## src/hw/rtl/srfr_pkg.sv

```systemverilog
// Shared types and codes for the sync/length frame receiver.
`default_nettype none

package srfr_pkg;

	// default frame store size in bytes
	localparam int STORE_BYTES = 64;

	// configuration register indexes and reset values
	localparam int CFG_IDX_W = 2;
	localparam logic [CFG_IDX_W-1:0] CFG_SYNC_FIRST  = 2'd0;
	localparam logic [CFG_IDX_W-1:0] CFG_SYNC_SECOND = 2'd1;
	localparam logic [7:0] SYNC_FIRST_RST  = 8'hA5;
	localparam logic [7:0] SYNC_SECOND_RST = 8'h5A;

	// request types
	localparam logic [1:0] REQ_BYTE    = 2'd0;
	localparam logic [1:0] REQ_READ    = 2'd1;
	localparam logic [1:0] REQ_RELEASE = 2'd2;

	// result status codes
	localparam logic [2:0] ST_DISCARD  = 3'd0;
	localparam logic [2:0] ST_SYNC     = 3'd1;
	localparam logic [2:0] ST_STORED   = 3'd2;
	localparam logic [2:0] ST_COMPLETE = 3'd3;
	localparam logic [2:0] ST_OVERFLOW = 3'd4;
	localparam logic [2:0] ST_IGNORED  = 3'd5;
	localparam logic [2:0] ST_READ     = 3'd6;
	localparam logic [2:0] ST_RELEASED = 3'd7;

	// receiver phases
	localparam logic [1:0] PH_HUNT    = 2'd0;
	localparam logic [1:0] PH_SYNC    = 2'd1;
	localparam logic [1:0] PH_COLLECT = 2'd2;
	localparam logic [1:0] PH_DONE    = 2'd3;

	typedef struct packed {
		logic [1:0] req_type;
		logic [7:0] byte_value;
		logic [5:0] read_index;
	} in_item_t;

	typedef struct packed {
		logic [2:0] status;
		logic [7:0] read_data;
		logic [6:0] frame_total;
		logic       frame_ready;
	} out_item_t;

endpackage

`default_nettype wire

```

## src/hw/rtl/srfr_ram.sv

```systemverilog
// Generic single-port-write, single-port-read RAM with registered read data.
`default_nettype none

module srfr_ram #(
	parameter int WIDTH = 8,
	parameter int DEPTH = 64
) (
	input  wire logic                     clk,
	input  wire logic                     we,
	input  wire logic [$clog2(DEPTH)-1:0] waddr,
	input  wire logic [WIDTH-1:0]         wdata,
	input  wire logic                     re,
	input  wire logic [$clog2(DEPTH)-1:0] raddr,
	output logic      [WIDTH-1:0]         rdata
);

	logic [WIDTH-1:0] mem [DEPTH];

	// write port
	always_ff @(posedge clk) begin
		if (we) begin
			mem[waddr] <= wdata;
		end
	end

	// registered read, held while re is low
	always_ff @(posedge clk) begin
		if (re) begin
			rdata <= mem[raddr];
		end
	end

endmodule

`default_nettype wire

```

## src/hw/rtl/sync_length_frame_receiver.sv

```systemverilog
// Top level: two-byte sync hunt, length-prefixed frame capture and store readback.
// Each result passes through a decode stage, then an output register.
// Throughput: one transaction per cycle while the output is not stalled.
// A stalled output holds both stages; input ready drops only when both stages are full.
// Reset (arst_n low, asynchronous): hunting phase, write position 0, pipeline empty,
// sync bytes back to 0xA5 / 0x5A. Frame store contents are not cleared.
`default_nettype none

module sync_length_frame_receiver #(
	parameter int STORE_BYTES = srfr_pkg::STORE_BYTES
) (
	input  wire logic                               clk,
	input  wire logic                               arst_n,
	input  wire logic                               in_valid,
	output logic                                    in_ready,
	input  wire srfr_pkg::in_item_t                 in_data,
	output logic                                    out_valid,
	input  wire logic                               out_ready,
	output srfr_pkg::out_item_t                     out_data,
	input  wire logic                               cfg_valid,
	output logic                                    cfg_ready,
	input  wire logic [srfr_pkg::CFG_IDX_W-1:0]     cfg_index,
	input  wire logic [7:0]                         cfg_data
);

	localparam int AW = $clog2(STORE_BYTES);
	localparam int CW = (AW + 1 > 9) ? AW + 1 : 9;

	// configuration and receiver state
	logic [7:0]    sync1_q, sync2_q;
	logic [1:0]    phase_q, phase_d;
	logic [AW-1:0] wpos_q, wpos_d;
	logic [7:0]    len_q, len_d;

	// pipeline
	logic                v_s1, v_s2;
	srfr_pkg::out_item_t res_s1, res_d, out_d, out_q;
	logic                rd_ram_s1;

	logic          acc, adv;
	logic          we_c, rd_ram_c, rd_len_c;
	logic [2:0]    status_c;
	logic [CW-1:0] total_w;
	logic [AW:0]   wp_inc;
	logic [7:0]    len_eff;
	logic          in_range;
	logic [7:0]    ram_rdata;

	assign cfg_ready = 1'b1;
	assign adv       = !v_s2 || out_ready;
	assign in_ready  = !v_s1 || adv;
	assign acc       = in_valid && in_ready;

	// configuration registers
	always_ff @(posedge clk or negedge arst_n) begin
		if (!arst_n) begin
			sync1_q <= srfr_pkg::SYNC_FIRST_RST;
			sync2_q <= srfr_pkg::SYNC_SECOND_RST;
		end else if (cfg_valid && cfg_ready) begin
			if (cfg_index == srfr_pkg::CFG_SYNC_FIRST) begin
				sync1_q <= cfg_data;
			end else if (cfg_index == srfr_pkg::CFG_SYNC_SECOND) begin
				sync2_q <= cfg_data;
			end
		end
	end

	// per-transaction decode and next state
	assign wp_inc   = {1'b0, wpos_q} + (AW + 1)'(1);
	assign len_eff  = (wpos_q == AW'(1)) ? in_data.byte_value : len_q;
	assign in_range = CW'(in_data.read_index) < CW'(STORE_BYTES);

	always_comb begin
		phase_d  = phase_q;
		wpos_d   = wpos_q;
		len_d    = len_q;
		status_c = srfr_pkg::ST_IGNORED;
		total_w  = CW'(wpos_q);
		we_c     = 1'b0;
		rd_ram_c = 1'b0;
		rd_len_c = 1'b0;
		case (in_data.req_type)
			srfr_pkg::REQ_BYTE: begin
				case (phase_q)
					srfr_pkg::PH_HUNT: begin
						if (in_data.byte_value == sync1_q) begin
							phase_d  = srfr_pkg::PH_SYNC;
							status_c = srfr_pkg::ST_SYNC;
						end else begin
							status_c = srfr_pkg::ST_DISCARD;
						end
					end
					srfr_pkg::PH_SYNC: begin
						if (in_data.byte_value == sync2_q) begin
							phase_d  = srfr_pkg::PH_COLLECT;
							status_c = srfr_pkg::ST_SYNC;
						end else begin
							phase_d  = srfr_pkg::PH_HUNT;
							status_c = srfr_pkg::ST_DISCARD;
						end
					end
					srfr_pkg::PH_COLLECT: begin
						we_c    = 1'b1;
						total_w = CW'(wp_inc);
						// the length byte lives in its own register as well
						if (wpos_q == AW'(1)) begin
							len_d = in_data.byte_value;
						end
						if (wp_inc > (AW + 1)'(1) &&
							CW'(wp_inc) >= CW'(len_eff) + CW'(2)) begin
							phase_d  = srfr_pkg::PH_DONE;
							wpos_d   = '0;
							status_c = srfr_pkg::ST_COMPLETE;
						end else if (CW'(wp_inc) >= CW'(STORE_BYTES)) begin
							len_d    = '0;
							phase_d  = srfr_pkg::PH_HUNT;
							wpos_d   = '0;
							status_c = srfr_pkg::ST_OVERFLOW;
						end else begin
							wpos_d   = wp_inc[AW-1:0];
							status_c = srfr_pkg::ST_STORED;
						end
					end
					default: begin
						status_c = srfr_pkg::ST_IGNORED;
					end
				endcase
			end
			srfr_pkg::REQ_READ: begin
				status_c = srfr_pkg::ST_READ;
				// the length entry is served from its register
				if (in_range) begin
					if (in_data.read_index == 6'd1) begin
						rd_len_c = 1'b1;
					end else begin
						rd_ram_c = 1'b1;
					end
				end
			end
			srfr_pkg::REQ_RELEASE: begin
				status_c = srfr_pkg::ST_RELEASED;
				if (phase_q == srfr_pkg::PH_DONE) begin
					len_d   = '0;
					phase_d = srfr_pkg::PH_HUNT;
					wpos_d  = '0;
					total_w = '0;
				end
			end
			default: begin
				status_c = srfr_pkg::ST_IGNORED;
			end
		endcase
	end

	always_comb begin
		res_d.status      = status_c;
		res_d.read_data   = rd_len_c ? len_q : 8'd0;
		res_d.frame_total = total_w[6:0];
		res_d.frame_ready = (phase_d == srfr_pkg::PH_DONE);
	end

	// receiver state update
	always_ff @(posedge clk or negedge arst_n) begin
		if (!arst_n) begin
			phase_q <= srfr_pkg::PH_HUNT;
			wpos_q  <= '0;
			len_q   <= '0;
		end else if (acc) begin
			phase_q <= phase_d;
			wpos_q  <= wpos_d;
			len_q   <= len_d;
		end
	end

	// frame store
	srfr_ram #(
		.WIDTH (8),
		.DEPTH (STORE_BYTES)
	) u_store (
		.clk   (clk),
		.we    (acc && we_c),
		.waddr (wpos_q),
		.wdata (in_data.byte_value),
		.re    (acc && rd_ram_c),
		.raddr (AW'(CW'(in_data.read_index))),
		.rdata (ram_rdata)
	);

	// pipeline valids
	always_ff @(posedge clk or negedge arst_n) begin
		if (!arst_n) begin
			v_s1 <= 1'b0;
			v_s2 <= 1'b0;
		end else begin
			if (acc) begin
				v_s1 <= 1'b1;
			end else if (adv) begin
				v_s1 <= 1'b0;
			end
			if (adv) begin
				v_s2 <= v_s1;
			end
		end
	end

	// output value: store data merged in for store reads
	always_comb begin
		out_d           = res_s1;
		out_d.read_data = rd_ram_s1 ? ram_rdata : res_s1.read_data;
	end

	// pipeline payload
	always_ff @(posedge clk) begin
		if (acc) begin
			res_s1    <= res_d;
			rd_ram_s1 <= rd_ram_c;
		end
		if (adv && v_s1) begin
			out_q <= out_d;
		end
	end

	assign out_valid = v_s2;
	assign out_data  = out_q;

	// write position only moves while collecting
	a_wpos_phase: assert property (@(posedge clk) disable iff (!arst_n)
		(wpos_q != '0) |-> (phase_q == srfr_pkg::PH_COLLECT))
		else $error("write position nonzero outside collecting phase");

	// a stalled decode stage keeps its result
	a_s1_hold: assert property (@(posedge clk) disable iff (!arst_n)
		(v_s1 && !adv) |=> (v_s1 && $stable(res_s1)))
		else $error("decode stage result lost while stalled");

	// completion always leaves the frame locked
	a_complete_locks: assert property (@(posedge clk) disable iff (!arst_n)
		(v_s1 && res_s1.status == srfr_pkg::ST_COMPLETE) |-> res_s1.frame_ready)
		else $error("complete status without frame ready");

	// received bytes are ignored while locked
	a_locked_ignore: assert property (@(posedge clk) disable iff (!arst_n)
		(acc && phase_q == srfr_pkg::PH_DONE && in_data.req_type == srfr_pkg::REQ_BYTE)
		|=> (res_s1.status == srfr_pkg::ST_IGNORED && phase_q == srfr_pkg::PH_DONE))
		else $error("byte not ignored while frame locked");

endmodule

`default_nettype wire

```

## config.mk

```make
export PLATFORM = sky130hd
export DESIGN_NAME = sync_length_frame_receiver
export DESIGN_NICKNAME = d
export VERILOG_FILES = /design/src/hw/rtl/srfr_pkg.sv /design/src/hw/rtl/srfr_ram.sv /design/src/hw/rtl/sync_length_frame_receiver.sv
export SDC_FILE = /design/constraint.sdc
export NUM_CORES = 1
export LEC_CHECK = 0
export BUFFER_PORTS_ARGS = -buffer_cell sky130_fd_sc_hd__buf_4
export CORE_AREA = 2 2 205 207
export DETAILED_ROUTE_END_ITERATION = 8
export DIE_AREA = 0 0 207 209
export PLACE_DENSITY = 0.75
export SLEW_MARGIN = 25
export SYNTH_ARGS = -nofsm -noshare
export SYNTH_HDL_FRONTEND = slang
export SYNTH_SLANG_ARGS = --single-unit
```

## constraint.sdc

```tcl
create_clock -name clk -period 10.3 [get_ports clk]
set_input_delay 2.06 -clock clk [delete_from_list [all_inputs] [get_ports clk]]
set_output_delay 2.06 -clock clk [all_outputs]
set_load 0.01 [all_outputs]
```

# Word-level counts from Yosys, hierarchy flattened
# Memory sizes are Yosys's and may differ from the RTL's. A register that Yosys moved wholly into a read port is not among the register bits.
# Index checks and enable logic that the tools add are counted.
# word_totals
n_memories	1
out_inout_bits	22
input_bits	31
register_bits	73
word_cells	91
mem_bits_rw	512
# op_classes
n_addsub	2
magnitude_cmp	3
eq_ne	13
reduce_logical	17
muxes	38
bitwise_logic	1
# memory_table
name	depth	width	read_ports	rd_ports_with_merged_regs	write_ports	line_no	text
u_store.mem	64	8	1	1	1	srfr_ram.sv:17	logic [WIDTH-1:0] mem [DEPTH];
# op_table
cell	count
2-to-1 mux 8 bit	6
2-to-1 mux 6 bit	5
case mux 3 bit (3 select lines)	2
equality test 8 bit	2
case mux 8 bit (2 select lines)	1
case mux 7 bit (2 select lines)	1
equality test 6 x 1 -> 1 bit (second input constant)	2
2-to-1 mux 1 bit	12
case mux 6 bit (2 select lines)	1
2-to-1 mux 2 bit	5
adder 8 x 2 -> 9 bit (second input constant)	1
>= comparator 7 x 9 -> 1 bit	1
equality test 2 bit (second input constant)	4
adder 6 x 1 -> 7 bit (second input constant)	1
>= comparator 7 bit (second input constant)	1
> comparator 7 x 1 -> 1 bit (second input constant)	1
2-to-1 mux 7 bit	1
equality test 2 x 1 -> 1 bit (second input constant)	3
logical NOT 2 bit	3
2-to-1 mux 3 bit	2
case mux 2 bit (3 select lines)	1
logical AND 1 bit	5
case mux 2 bit (2 select lines)	1
AND reduction 4 bit	1
other kinds (8)	11

# Depth between registers and ports, before layout
# Gate-level depths: netlist of the first run.
# depth
depth_word	9
mapped_depth	18
depth_no_buf	16

# By module
# Synthesis of the first run repeated with hierarchy kept, for this count alone.
# unflattened
hier_cells	1288
area_unflattened_um2	24227.0
# by_module_without_submodules
module	area_each_um2	n_inst	cells_per_inst
srfr_ram	20246.9	1	940
sync_length_frame_receiver	3980.1	1	348

# Least setup slack after synthesis of the first run
# No wires, ideal clock.
# synth_path
path_kind	input -> output
startpoint	in out_ready
endpoint	out in_ready
stages	1
path_slack_ns	5.966
n_path_buf	0
arrival_ns	2.274
cell_sequence	nand3b_1
# synth_between
elab_chain_len	2
# synth_rtl
item	line_no	text
start: declaration	sync_length_frame_receiver.sv:18	input wire logic out_ready,
logical OR 1 bit	sync_length_frame_receiver.sv:50	assign adv = !v_s2 || out_ready;
logical OR 1 bit	sync_length_frame_receiver.sv:51	assign in_ready = !v_s1 || adv;
end: declaration	sync_length_frame_receiver.sv:15	output logic in_ready,
# No other way between the ends.

==> run summary, run 1 <==
Reg clk slew, reported paths: 0.06 ns
Slew of the pin with the lowest slew margin: 1.03 ns
NetSw: 0.00127 W
CP max-delay cell: buf_4
Hold Path Origin: out_d[6]
Vias: 12600
Combinational group share of total power: 0.094
Postcts setup bufs: 0
Slowest Stage Delay on Critical Path: 0.56 ns
Root Driver: clkbuf_16
Largest net degree at the start of global routing: 71
CTS Hold Buffers Added: 0
Share of cells above drive strength 1: 0.220
Die width: 207 um
Hold path depth: 0
Final Cycle Share: 0.468
Layout Skew: 0.0345 ns
Final ANT Viol Nets: 0
Worst path bufs/invs: 1
Rows: 75
Worst Hold Class: register to register
Die ar.: 43300 sq um
Crit Path Class: primary input to register
Flop-to-flop setup slack: 5.69 ns
Worst Hold Path EP: out_data[6]
Initial antenna violation count: 0
Final Hold Viols: 0
Commonest non-fill, non-tap cells in the layout: edfxtp_1, mux4_2, nor2_1
Routability cong.: 0.882
Cts repair resizes: 0
Most common cell after layout, fill and taps aside: edfxtp_1
F_max: 0.207 GHz
Cells after synthesis: 1314
Non-filler cells in the finished layout: 1948
Vias in the first global route: 12700
Cell family with most CP delay: compound AO/OA/AOI/OAI gates
Htree depth: 2
Setup violations, final: 0
Die Span Y: 209 um
Post-synth top area cell: edfxtp_1
Max Cap Violations: 0
FF-to-FF Start: wpos_q[5]
Post-layout nets: 1410
Clk Latency, worst-skew pair: 0.63 ns
Crit path DAT: 5.17 ns
Synth Flop Type: edfxtp_1
Int Power: 0.00410 W
Crit path required time: 10.65 ns
Placed cells: 1844
R2r worst-path depth: 15
Synth top area share: 0.699
Clock power share: 0.389
Post-synthesis sequential area ratio: 0.735
RSZ-0062 raised after global routing: false
Synthesis-to-layout area growth: 11.3%
Total CTS buffers: 57
Post-synth EDFFs: 559
Worst-path maximum fanout: 69
Ant diodes: 0
Synth warnings: 0
Slew headroom: 0.308
CTS tree: yes
Sequential power share: 0.517
Slew Viols, Final: 0
Crit path capture type: register
Share of synthesized registers carrying an async set or reset: 0.0573
Peak VDD IR: 143 uV
DR iter-0 viols: 1606
Fin crit period: 4.82 ns
Via-to-Cell Ratio: 6.45
# clock sinks: 593
Netlist Area Pre-Place: 24000 sq um
Clock buffer depth: 3
Final wirelength: 53600 um
PortBufs: 51
First-pass GRT wire length: 80500 um
Core area: 41300 sq um
Total GRT Usage: 0.252
Power density over the cells: 201 nW/um^2
CP Cell Sequence: buf_4 > nand2_1 > nand2_1 > ha_1 > nand3_1 > xnor2_1 > nor2_1 > a21oi_1 > ha_1 > a2111o_1 > a31oi_1 > nor2_1 > a21oi_2 > o31ai_1
Setup crit start kind: primary input
R2R Path End: out_d[17]
Final setup TNS: 0 ns
Placed wire-length estimate: 32600 um
DRC Markers: 0
Syn avg cell area: 18.3 sq um
Overflow after GRT: 0
Number of top-level pins: 53
Sw frac: 0.237
Initial core utilization: 0.582
Status: completed
Average wire per standard cell: 27.5 um
Number of synthesized register bits: 593
Synth area leaders: edfxtp_1, mux4_2, dfrtp_1
Synth unique cells: 62
Syn_nets: 1360
Layout fillers: 2758
First-pass iteration count of the detailed router: 7
Leakage: 8.73 nW
==> final cells by class <==
cell class	instances	area, sq um	share of cell area
clock buffer	69	1490	0.0559
clock inverter	35	378	0.0141
inverter	20	75.1	0.00281
multi-input combinational	630	5980	0.224
sequential	593	17600	0.660
tap	539	674	0.0252
timing repair buffer	62	473	0.0177
==> power groups by stage <==
| stage | Clock (W) | Combinational (W) | Sequential, W |
|---|---|---|---|
| floorplan | 0 | 0.000352 | 0.00279 |
| global placement | 0 | 0.000485 | 0.00282 |
| detailed placement | 0 | 0.000497 | 0.00283 |
| CTS | 0.00211 | 0.000503 | 0.00278 |
| global route | 0.00220 | 0.000549 | 0.00278 |
| finish | 0.00209 | 0.000504 | 0.00278 |
==> kinds of logic (layout without fill, tap and decap cells) <==
logic type,count (synthesis),count (layout),share of synthesized area
buffers and inverters,91,186,0.0162
DFF,593,593,0.735
adders and majority gates,15,15,0.00782
muxes,198,198,0.143
AOI/OAI and AO/OA,126,126,0.0377
other,1,1,0.000156
xor gates and xnor gates,27,27,0.00985
and+or+nand+nor,263,263,0.0501
==> metrics by stage <==
stage          hold WS, ns   util  setup WS (ns)  total power (W)  cell area, sq um
3_3_place_gp         0.401  0.602           5.04          0.00331             24800
5_1_grt              0.425  0.647           5.33          0.00553             26700
6_report             0.419  0.647           5.48          0.00537             26700
2_1_floorplan        0.400      -           5.97          0.00314             24000
3_5_place_dp         0.405  0.602           4.98          0.00332             24900
4_1_cts              0.420  0.647           5.62          0.00539             26700
==> Yosys cell counts, types with 3 or more instances <==
library cell and instances:
nand4_1 6, o221ai_1 11, a211o_1 6, a221oi_1 15
o21ai_1 5, nor3_1 16, o22ai_1 20, clkbuf_1 43
inv_1 19, a22o_1 4, xnor2_1 16, a221o_1 6
nand3_1 23, o31ai_1 4, edfxtp_1 559, nand2b_1 7
mux2i_1 51, nor2b_1 4, nand3b_1 5, a31oi_1 3
o21a_1 3, dfstp_2 8, o21ai_0 7, ha_1 15
nor2_1 102, nand2_1 71, a211oi_1 4, nor4_1 3
buf_4 8, buf_2 14, dfrtp_1 26, buf_1 6
and2_1 7, a21oi_1 24, xor2_1 11, or3_1 5
mux4_2 113, mux2_2 33
==> layer usage <==
| metal | up-vias | global-route usage | wire length [um] |
|---|---|---|---|
| met3 | 109 | 0.0509 | 4620 |
| met1 | 6491 | 0.352 | 21100 |
| li1 | 5359 | - | - |
| met5 | - | 0 | 0 |
| met2 | 600 | 0.394 | 25700 |
| met4 | 0 | 0.109 | 2140 |
==> worst max-delay path by stage <==
stage,from,endpoint,slack [ns],depth (start not counted)
final,in_data[8],out_d[17],5.48,14
after global routing,in_data[8],len_q[3],5.33,14
after CTS,in_data[8],len_q[6],5.62,14
after detailed placement,in_data[8],out_d[17],4.98,14
after global placement,in_data[0],u_store.rdata[1],5.04,6
after floorplan,out_ready,in_ready,5.97,1
==> registers in the layout (all words and copies together) (netlist names) <==
name / flops
out_valid: 1
out_data: 19
wpos_q: 6
u_store.rdata: 8
rd_ram_s1: 1
res_s1: 8
sync1_q: 8
phase_q: 2
u_store.mem: 512
len_q: 8
out_d: 11
v_s1: 1
sync2_q: 8
==> worst reg2reg max path, stage by stage (launching register included) <==
cell	delay (ns)
dfrtp_1	0.56
or3_1	0.69
nor3b_4	0.62
nand2_1	0.12
nand2_1	0.13
ha_1	0.23
nand3_1	0.13
xnor2_1	0.19
nor2_1	0.10
a21oi_1	0.06
ha_1	0.24
a2111o_1	0.28
a31oi_1	0.26
nor2_1	0.21
a21oi_2	0.43
o31ai_1	0.11
(Power assumes the default switching activity.)
==> run 2, diff against run 1 <==
- CORE_AREA: 2 2 205 207 -> 2 2 211 213
- DIE_AREA: 0 0 207 209 -> 0 0 213 215
- PLACE_DENSITY: 0.75 -> 0.74
- clock period: 10.3 -> 4.3 ns (I/O delays scaled with it)
==> run summary, run 2 (same netlist as run 1, synthesis figures left out) <==
First-pass GRT wire length: 82400 um
Peak VDD IR: 269 uV
Post-route cell area: 27400 sq um
Final ANT Viol Nets: 0
RSZ-0062 raised after global routing: false
Clock buffer depth: 3
Worst-path maximum fanout: 12
Postcts setup bufs: 0
Setup crit start kind: register
Die ar.: 45800 sq um
Vias in the first global route: 13000
Crit path DAT: 4.22 ns
Htree depth: 2
M3 GR Usage: 0.0500
Final setup TNS: 0 ns
Power density over the cells: 474 nW/um^2
Vias: 12800
Die width: 213 um
Crit path capture type: register
Max reg flops: 512
CP most frequent cell: ha_1
Rows: 77
Slew headroom: 0.377
CP Cell Sequence: inv_1 > ha_1 > or3b_1 > nand2_1 > nand2_1 > ha_1 > nand3_1 > xnor2_1 > nor2_1 > a21oi_1 > ha_1 > o21a_1 > o32ai_1 > nor2_1 > a21oi_2 > o32a_1
DP Area: 25500 sq um
DRC Markers: 0
Cell family with most CP delay: simple AND/OR/NAND/NOR gates
Synthesis-to-layout area growth: 14.1%
Max Cap Violations: 0
Share of cells above drive strength 1: 0.261
Post-layout nets: 1485
Fin crit period: 3.86 ns
Slew Viols, Final: 0
Reg clk slew, reported paths: 0.07 ns
First-pass iteration count of the detailed router: 5
Slowest Stage Delay on Critical Path: 0.51 ns
Setup violations, final: 0
Number of top-level pins: 53
Worst path bufs/invs: 1
Clk Latency, worst-skew pair: 0.61 ns
Cts repair resizes: 0
Initial core utilization: 0.550
Crit path required time: 4.65 ns
Ant diodes: 0
GRT busiest layer: met2
Initial antenna violation count: 2
Crit Path Class: register to register
Final Hold Viols: 0
Overflow after GRT: 0
Placed wire-length estimate: 33600 um
Layout Skew: 0.0216 ns
Commonest non-fill, non-tap cells in the layout: edfxtp_1, buf_4, mux4_2
Status: completed
Biggest register: u_store.mem
Final Util: 0.628
Routability cong.: 0.890
Root Driver: clkbuf_16
Slew of the pin with the lowest slew margin: 0.934 ns
Total CTS buffers: 56
CP max-delay cell: dfrtp_1
Met1 Track Usage GR: 0.352
Core area: 43600 sq um
Largest net degree at the start of global routing: 84
Average wire per standard cell: 26.4 um
Final wirelength: 54900 um
Via-to-Cell Ratio: 6.17
Most common cell after layout, fill and taps aside: edfxtp_1
Grt met2 use: 0.391
F_max: 0.259 GHz
# clock sinks: 593
CTS Hold Buffers Added: 0
Die Span Y: 215 um
Total GRT Usage: 0.247
PortBufs: 51
Layout fillers: 2990
Final Cycle Share: 0.899
DR iter-0 viols: 1479
Leakage: 9.18 nW
Worst Hold Class: primary input to async pin
CTS tree: yes
==> run 2: changes by cell type in the layout (fill, tap and decap cells not counted) <==
cell,delta
buf_4,+73
clkbuf_16,-1
clkinv_4,+1
clkbuf_1,-6
inv_16,-1
clkinv_2,+8
inv_6,-2
nor3b_1,+1
nor3b_2,-1
clkinv_8,-1
buf_12,+3
clkinv_1,+3
clkinvlp_4,-4
bufinv_16,+3
==> run 2: routing by layer <==
layer  up-vias  share of wire
li1       5524              -
met1      6581           0.41
met2       603           0.48
met3       105          0.080
met4         0          0.028
met5         -              0
==> run 2: power by group <==
| group | switching, W | total [W] | internal [W] |
|---|---|---|---|
| logic | 0.000807 | 0.00131 | 0.000504 |
| registers | 0.000137 | 0.00663 | 0.00649 |
| clock network | 0.00210 | 0.00506 | 0.00296 |
| total | 0.00304 | 0.0130 | 0.00995 |
==> run 2: area by class of cell <==
class	instances	area [sq um]	area share
Multi-Input combinational cell	630	5980	0.218
Clock inverter	42	444	0.0162
Sequential cell	593	17600	0.644
Timing Repair Buffer	138	1080	0.0394
Clock buffer	62	1450	0.0527
Tap cell	592	741	0.0270
Inverter	20	75.1	0.00274
==> run 2: path summary, 6_finish.rpt <==
| kind | startpoint | to | slack, ns | cells past startpoint |
|---|---|---|---|---|
| min | arst_n | v_s1 | 0.20 | 1 |
| max | wpos_q[1] | out_d[18] | 0.44 | 16 |
| max in group asynchronous | arst_n | sync1_q[2] | 3.75 | 1 |
| min in group clk | out_d[1] | out_data[1] | 0.42 | 0 |
| max reg2reg | wpos_q[1] | out_d[18] | 0.44 | 16 |
| min reg2reg | out_d[1] | out_data[1] | 0.42 | 0 |
==> run 2: stage by stage <==
step	total power [W]	worst slack (ns)	hold slack, ns	instances
after CTS	0.0130	0.500	0.184	2077
after global routing	0.0134	0.125	0.208	2077
after floorplan	0.00753	0.694	0.400	1314
after detailed placement	0.00804	0.541	0.405	1973
after global placement	0.00801	0.631	0.404	1973
final	0.0130	0.436	0.196	2077
==> run 3, diff against run 2 <==
- CORE_AREA: 2 2 211 213 -> 2 2 207 209
- CTS_BUF_LIST: default -> sky130_fd_sc_hd__clkbuf_2
- DIE_AREA: 0 0 213 215 -> 0 0 209 211
- PLACE_DENSITY: 0.74 -> 0.77
==> run summary, run 3 (same netlist as run 1, synthesis figures left out) <==
Core area: 41800 sq um
R2r worst-path depth: 16
F_max: 0.254 GHz
Crit path capture type: register
Placed wire-length estimate: 35100 um
Final Hold Viols: 0
Final Util: 0.643
Average wire per standard cell: 25.9 um
DR iter-0 viols: 1403
Worst Hold Path EP: u_store.mem[38][4]
First-pass GRT wire length: 83700 um
Slew headroom: 0.306
Crit path DAT: 4.78 ns
Share of cells above drive strength 1: 0.321
Met1 WL: 21300 um
Initial core utilization: 0.575
First-pass iteration count of the detailed router: 6
# clock sinks: 593
DRC Markers: 0
Hold Path Origin: in_data[10]
R2R Path End: out_d[17]
Largest net degree at the start of global routing: 88
Synthesis-to-layout area growth: 11.8%
Final ANT Viol Nets: 0
Crit Path Class: register to register
Crit path required time: 5.14 ns
Setup crit start kind: register
Reg clk slew, reported paths: 0.11 ns
Worst Hold Class: primary input to register
Total CTS buffers: 143
Most common cell after layout, fill and taps aside: edfxtp_1
Met2 wire length: 27400 um
Initial antenna violation count: 1
Via-to-Cell Ratio: 6.21
Root Driver: clkbuf_2
RSZ-0062 raised after global routing: false
Layout fillers: 2910
Rows: 75
Met3 Routed Length: 5260 um
Slew of the pin with the lowest slew margin: 1.04 ns
Biggest register: u_store.mem
Power density over the cells: 427 nW/um^2
Clk Latency, worst-skew pair: 1.10 ns
Max reg flops: 512
Fin crit period: 3.94 ns
Commonest non-fill, non-tap cells in the layout: edfxtp_1, clkbuf_2, buf_4
Top routing layer in use: met4
Overflow after GRT: 0
Die ar.: 44100 sq um
Setup violations, final: 0
Flop-to-flop setup slack: 0.36 ns
Status: completed
Total GRT Usage: 0.262
Leakage: 9.29 nW
Post-layout nets: 1589
Peak VDD IR: 197 uV
Hold path depth: 1
Number of top-level pins: 53
Postcts setup bufs: 0
CTS tree: yes
Die width: 209 um
Vias: 13500
Routability cong.: 0.902
Slew Viols, Final: 0
Final setup TNS: 0 ns
Vias in the first global route: 13900
Worst-path maximum fanout: 12
Layout Skew: 0.0837 ns
Htree depth: 4
Pwr Total: 0.0115 W
Max Cap Violations: 0
PortBufs: 51
FF-to-FF Start: wpos_q[1]
Die Span Y: 211 um
Final wirelength: 56300 um
Clock buffer depth: 3
Final Cycle Share: 0.917
run 3: cell count changes in the layout (fill, tap and decap cells not counted), sizes merged:
cell         change
inv              +6
clkinvlp         -3
bufinv           -7
diode            +1
clkbuf         +142
buf              +5
clkinv           -4
dlygate4sd3     +12
run 3: repair_timing:
action / 4_1_cts / 5_1_grt
gates resized for setup: 0 / 1
endpoints found under the hold margin: 52 / 0
hold buffers: 12 / 0
endpoints found under the setup margin: 0 / 2
run 3: critical path, cell delays in order, from the launching register on:
cell and delay [ns]:
dfrtp_1 0.52, inv_1 0.19, ha_1 0.19, or3b_1 0.52
nand2_1 0.13, nand2_1 0.10, ha_1 0.24, nand3_1 0.14
xnor2_1 0.13, nor2_1 0.06, a21oi_1 0.17, ha_1 0.26
o21a_1 0.17, o32ai_1 0.24, nor2_2 0.20, a21oi_2 0.30
o31ai_1 0.12
run 3: routing by layer:
| layer | vias to the layer above | global-route usage |
|---|---|---|
| met4 | 0 | 0.136 |
| li1 | 5790 | - |
| met5 | - | 0 |
| met1 | 6813 | 0.344 |
| met3 | 139 | 0.0679 |
| met2 | 777 | 0.411 |
run 3: worst max-delay path by stage:
stage,end,cells past startpoint,from
finish,out_d[17],16,wpos_q[1]
CTS,wpos_q[2],16,wpos_q[1]
detailed placement,wpos_q[2],16,wpos_q[1]
global placement,out_d[18],16,wpos_q[1]
global route,out_d[17],16,wpos_q[1]
floorplan,out_d[17],17,wpos_q[5]
run 3: layout make-up:
class / count / area, sq um / area share
clock buffers: 204 / 1020 / 0.0380
repair buffers: 155 / 1250 / 0.0466
clock inverters: 34 / 194 / 0.00722
multi-input cells: 630 / 5990 / 0.223
diodes: 1 / 2.50 / 0.0000932
inverters: 20 / 75.1 / 0.00280
well taps: 539 / 674 / 0.0251
flip-flops and latches: 593 / 17600 / 0.657
run 3: metrics by stage:
step | std cells | hold slack (ns) | setup slack, ns | cell area, sq um
4_1_cts | 2175 | 0.0111 | 0.365 | 26800
6_report | 2176 | 0.124 | 0.357 | 26900
2_1_floorplan | 1314 | 0.400 | 0.694 | 24000
3_3_place_gp | 1925 | 0.403 | 0.462 | 25500
3_5_place_dp | 1925 | 0.406 | 0.385 | 25500
5_1_grt | 2176 | 0.0322 | 0.135 | 26900
run 3: power by group:
| group | internal, W | total (W) | switching, W |
|---|---|---|---|
| sequential | 0.00648 | 0.00661 | 0.000131 |
| combinational | 0.000519 | 0.00137 | 0.000847 |
| clock | 0.00138 | 0.00348 | 0.00210 |
